File: config.mk
export PLATFORM = sky130hd
export DESIGN_NAME = ffba_ctrl
export DESIGN_NICKNAME = d
export VERILOG_FILES = /design/src/hdl/ffba_pkg.sv /design/src/hdl/ffba_ctrl.sv
export SDC_FILE = /design/constraint.sdc
export NUM_CORES = 1
export LEC_CHECK = 0
export BUFFER_PORTS_ARGS = -buffer_cell sky130_fd_sc_hd__buf_2
export CAP_MARGIN = 10
export CORE_AREA = 2 2 39 41
export CTS_CLUSTER_SIZE = 40
export DETAILED_ROUTE_END_ITERATION = 6
export DIE_AREA = 0 0 41 43
export SKIP_LAST_GASP = 1
export SLEW_MARGIN = 20
export SYNTH_ARGS = -nofsm -noshare
export SYNTH_HDL_FRONTEND = slang
export SYNTH_SLANG_ARGS = --single-unit
File: constraint.sdc
create_clock -name clk -period 1.7 [get_ports clk]
set_clock_uncertainty 0.2 [all_clocks]
set_input_delay 0.425 -clock clk [delete_from_list [all_inputs] [get_ports clk]]
set_output_delay 0.425 -clock clk [all_outputs]
set_load 0.02 [all_outputs]
File: src/hdl/ffba_pkg.sv
`timescale 1ns / 1ps
`default_nettype none
// ----------------------------------------------------------------------------
// ffba_pkg: shared types and constants of the first-fit block allocator
// Request and response items, controller states, the command and status
// groups between controller and datapath, and width helpers.
// ----------------------------------------------------------------------------
package ffba_pkg;

  localparam int HEAP_BLOCKS_DEF     = 1024;
  localparam int RESERVED_BLOCKS_DEF = 1;

  localparam int CNT_W   = 11;
  localparam int START_W = 10;
  localparam int STAT_W  = 2;
  localparam int CFG_W   = 11;

  // Block map word: eight blocks per word of the busy map memory.
  localparam int BMAP_W  = 8;
  localparam int BMAP_SH = 3;

  localparam logic [CFG_W-1:0] HEAP_RESET = 11'd1024;

  localparam logic KIND_ALLOC = 1'b0;
  localparam logic KIND_FREE  = 1'b1;

  localparam logic [STAT_W-1:0] RSP_OK     = 2'd0;
  localparam logic [STAT_W-1:0] RSP_NOFIT  = 2'd1;
  localparam logic [STAT_W-1:0] RSP_NOTSEG = 2'd2;

  typedef struct packed {
    logic               kind;
    logic [CNT_W-1:0]   block_count;
    logic [START_W-1:0] start_block;
  } ffba_req_t;

  typedef struct packed {
    logic [STAT_W-1:0]  status;
    logic [START_W-1:0] granted_block;
  } ffba_rsp_t;

  typedef enum logic [3:0] {
    ST_CLEAR,
    ST_IDLE,
    ST_DECIDE,
    ST_SCAN,
    ST_FREE_CHK,
    ST_WALK_RD,
    ST_WALK_WR,
    ST_DONE
  } ffba_state_t;

  typedef struct packed {
    logic              clear_step;
    logic              latch;
    logic              scan_init;
    logic              scan_step;
    logic              load_alloc;
    logic              load_free;
    logic              walk_write;
    logic              set_result;
    logic [STAT_W-1:0] result_code;
  } ffba_cmd_t;

  typedef struct packed {
    logic clear_last;
    logic is_free;
    logic count_zero;
    logic start_oob;
    logic scan_hit;
    logic scan_end;
    logic seg_zero;
    logic walk_last;
  } ffba_stat_t;

  // Width of a block index that can also hold the heap size and the
  // configured limit.
  function automatic int idx_width(input int heap_blocks);
    int aw;
    aw = $clog2(heap_blocks);
    return (aw + 1 > CNT_W) ? aw + 1 : CNT_W;
  endfunction

endpackage
`default_nettype wire

File: src/hdl/ffba_ctrl.sv
`timescale 1ns / 1ps
`default_nettype none
// ----------------------------------------------------------------------------
// ffba_ctrl: allocator controller
// Sequences the clearing pass, the first-fit scan, the segment lookup and the
// read-modify-write walk over the busy map.
// ----------------------------------------------------------------------------
module ffba_ctrl (
  input  wire logic                clk,
  input  wire logic                rst,
  input  wire logic                start,
  input  wire ffba_pkg::ffba_stat_t stat,
  output logic                     busy,
  output logic                     done,
  output ffba_pkg::ffba_cmd_t      cmd
);

  ffba_pkg::ffba_state_t state, state_next;

  always_ff @(posedge clk) begin
    if (rst) begin
      state <= ffba_pkg::ST_CLEAR;
    end else begin
      state <= state_next;
    end
  end

  always_comb begin
    state_next = state;
    cmd        = '0;
    cmd.result_code = ffba_pkg::RSP_OK;
    busy       = 1'b1;
    done       = 1'b0;
    unique case (state)
      ffba_pkg::ST_CLEAR: begin
        cmd.clear_step = 1'b1;
        if (stat.clear_last) begin
          state_next = ffba_pkg::ST_IDLE;
        end
      end
      ffba_pkg::ST_IDLE: begin
        busy = 1'b0;
        if (start) begin
          cmd.latch  = 1'b1;
          state_next = ffba_pkg::ST_DECIDE;
        end
      end
      ffba_pkg::ST_DECIDE: begin
        if (stat.is_free) begin
          if (stat.start_oob) begin
            cmd.set_result  = 1'b1;
            cmd.result_code = ffba_pkg::RSP_NOTSEG;
            state_next      = ffba_pkg::ST_DONE;
          end else begin
            state_next = ffba_pkg::ST_FREE_CHK;
          end
        end else if (stat.count_zero) begin
          cmd.set_result  = 1'b1;
          cmd.result_code = ffba_pkg::RSP_NOFIT;
          state_next      = ffba_pkg::ST_DONE;
        end else begin
          cmd.scan_init = 1'b1;
          state_next    = ffba_pkg::ST_SCAN;
        end
      end
      ffba_pkg::ST_SCAN: begin
        cmd.scan_step = 1'b1;
        if (stat.scan_hit) begin
          cmd.load_alloc = 1'b1;
          state_next     = ffba_pkg::ST_WALK_RD;
        end else if (stat.scan_end) begin
          cmd.set_result  = 1'b1;
          cmd.result_code = ffba_pkg::RSP_NOFIT;
          state_next      = ffba_pkg::ST_DONE;
        end
      end
      ffba_pkg::ST_FREE_CHK: begin
        if (stat.seg_zero) begin
          cmd.set_result  = 1'b1;
          cmd.result_code = ffba_pkg::RSP_NOTSEG;
          state_next      = ffba_pkg::ST_DONE;
        end else begin
          cmd.load_free = 1'b1;
          state_next    = ffba_pkg::ST_WALK_RD;
        end
      end
      ffba_pkg::ST_WALK_RD: begin
        state_next = ffba_pkg::ST_WALK_WR;
      end
      ffba_pkg::ST_WALK_WR: begin
        cmd.walk_write = 1'b1;
        if (stat.walk_last) begin
          cmd.set_result  = 1'b1;
          cmd.result_code = ffba_pkg::RSP_OK;
          state_next      = ffba_pkg::ST_DONE;
        end else begin
          state_next = ffba_pkg::ST_WALK_RD;
        end
      end
      ffba_pkg::ST_DONE: begin
        done       = 1'b1;
        state_next = ffba_pkg::ST_IDLE;
      end
      default: begin
        state_next = ffba_pkg::ST_CLEAR;
      end
    endcase
  end

endmodule
`default_nettype wire

==> metrics.txt <==
most flop-heavy register state; minimum clock period between 1.5 and 2 ns; Critical Path Source Type input port; TritonRoute pass-1 iters 4; DRC Markers 0; max_cap viols 0; Max clock buf depth 2; VDD IR max roughly 0.45 mV; Pint between 400 and 500 uW; initial antenna violation count 0; CP arrival around 1.2 ns; Critical Path Fanout Max 4; Leakage Power roughly 0.00044 uW; Num CTS Buffers 3; Cell Pwr Density between 700 and 800 nW/um2; Tot GR Track Use 17.7%; CTS root buffer clkbuf_4; Vias per Instance just under 5; Net Sw Frac around two fifths; Area Growth Syn to Fin 135%; Yosys cell types 26; part of the power in the clock network 17.5%; 1st-iter DRT viols 4; YS warnings 0; # rows 14; dpl cells between 100 and 150; antenna fix cells 0; die height ~43 um; number of global-route vias before repair approximately 500; failing checks setup timing; largest net degree at the start of global routing 10; status finished, violations left; share of cells above drive strength 1 approximately 74%; registers with the most flip-flops state x3; Hold Buf Count CTS 0; Fillers 118; Slew @ Worst Pin 0.268 ns; critical path data required time about 1.1 ns; Reg area 71.3 um2; Worst-path clk slew ~0.040 ns; Gate Count Post-Synth 56; Mapped Area about 390 um2; CTS tree done; Seq pwr share between 15 and 20%; max reg flops 3; mux share of post-synthesis cell area under 10%; Die Area 1760 um2; Logic pwr share 67.3%; crit path kind input port to primary output; Ports 23; clock sinks 3; share of synthesized cell area in and, or, nand and nor gates a little under two fifths; Adder-Cell Fraction of Synth Area 0%; post-synthesis compound-gate area fraction a little over a quarter; sequential share of the synthesized area between 10% and 20%; crit end category primary output; Placer Congestion roughly 0.73; Via Count between 500 and 600; Starting Density between 20% and 30%; core box area roughly 1400 um2; hold crit path type input port to flop; Slew Limit Fails 0; Slew HR 82.0%; reg2reg setup slack roughly 0.17 ns; total negative setup slack -0.951 ns; Final Hold Viols 0; # H-tree levels 1; antenna viol nets, final 0; IO buf count 22; drt total wl about 1500 um; XOR/XNOR Fraction of Synth Area 0%; post-route clock period utilization 110%; main combinational cell family by area after synthesis simple AND/OR/NAND/NOR gates; area occupied by multi-input gates between 300 and 400 um2; RSZ-0062 raised after global routing true; fmax 537 MHz; Avg WL per Cell ~12 um; Synth Area per Inst approximately 7.0 um2; first-pass GRT wire length approximately 2100 um; syn_nets 67; Final setup viols 10; NetSw about 280 uW; flops & latches, synth 3; fin nets roughly 120; Post-DP HPWL approximately 910 um; Die Wd roughly 41 um; fin cells ~120; Overflow after GRT 0; worst setup margin -0.162 ns; worst skew pair latency roughly 0.23 ns
cells in the mapped netlist (all sizes together):
cell,number,area (um2)
mux2i,2,20.0
mux2,1,11.3
nor3,4,20.0
nand3,2,10.0
nand2b,4,25.0
o211a,1,10.0
o31a,1,8.76
nand3b,1,7.51
a31oi,1,6.26
a21boi,1,7.51
a21oi,6,33.8
a211oi,2,15.0
inv,2,7.51
dfxtp,3,60.1
and2,1,6.26
a32o,1,10.0
a21o,1,7.51
or3,1,11.3
nand2,5,18.8
nor2,7,26.3
and3,3,18.8
o22ai,1,6.26
buf,5,42.5
layout by cell type (no fill, tap or decap), drive strengths merged:
cell type and n:
buf 48, nor2 7, a21oi 6, nand2 5
nor3 4, clkbuf 4, nand2b 4, dfxtp 3
and3 3, mux2i 2, a211oi 2, inv 2
nand3 2, and2 1, a21boi 1, a21o 1
a32o 1, a31oi 1, or3 1, o22ai 1
nand3b 1, o31a 1, o211a 1, mux2 1
path summary, 6_finish.rpt:
| kind | depth (start not counted) | end | start |
|---|---|---|---|
| setup / recovery | 6 | cmd[2] | stat[6] |
| hold / removal | 2 | state[0] | rst |
| setup reg to reg | 4 | state[2] | state[2] |
| hold reg to reg | 3 | state[0] | state[2] |
cell type report:
class / count / area share, %
repair buffers: 48 / 43.5
multi-input cells: 46 / 42.6
flip-flops and latches: 3 / 7.77
clock buffers: 4 / 2.86
well taps: 16 / 2.18
inverters: 2 / 1.09
worst max-delay path, cell delays in order:
cell      delay [ns]
buf_2           0.11
nand2b_4        0.12
nand2_1         0.05
a21o_1          0.17
a32o_2          0.23
buf_6           0.13
power by group through the flow:
stage          clock, uW  combinational (uW)  sequential, uW
6_report             127                 487             110
5_1_grt              136                 515             112
4_1_cts              132                 394             103
2_1_floorplan          0                 203            90.2
3_5_place_dp           0                 315             101
3_3_place_gp           0                 311             101
cell families (layout without fill, tap and decap cells):
family	after synthesis	after routing
compound gates	15	15
buf+inv	7	54
flops	3	3
mux	3	3
simple gates	28	28
per-stage QoR:
stage | total power [uW] | setup slack [ns] | util, % | area (um2) | hold WS [ns]
3_5_place_dp | 416 | -0.175 | 44.7 | 618 | 0.426
2_1_floorplan | 293 | -0.0226 | - | 403 | 0.298
6_report | 723 | -0.162 | 66.4 | 918 | 0.180
5_1_grt | 763 | -0.187 | 66.4 | 918 | 0.175
4_1_cts | 629 | -0.168 | 56.1 | 776 | 0.171
3_3_place_gp | 412 | -0.152 | 44.7 | 618 | 0.431
timing repair:
action	in CTS	in global routing
buffers inserted	3	7
setup endpoints to repair	12	12
pin swaps	9	6
gates resized for setup	36	19
metal layers:
metal / GRT usage (%) / wire length [um] / vias up
met4: 8.00 / 0 / 0
met5: 0 / 0 / -
li1: - / - / 297
met2: 30.3 / 841 / 8
met1: 19.8 / 612 / 268
met3: 3.14 / 26 / 0
No activity file was read; power rests on OpenSTA's default activity.
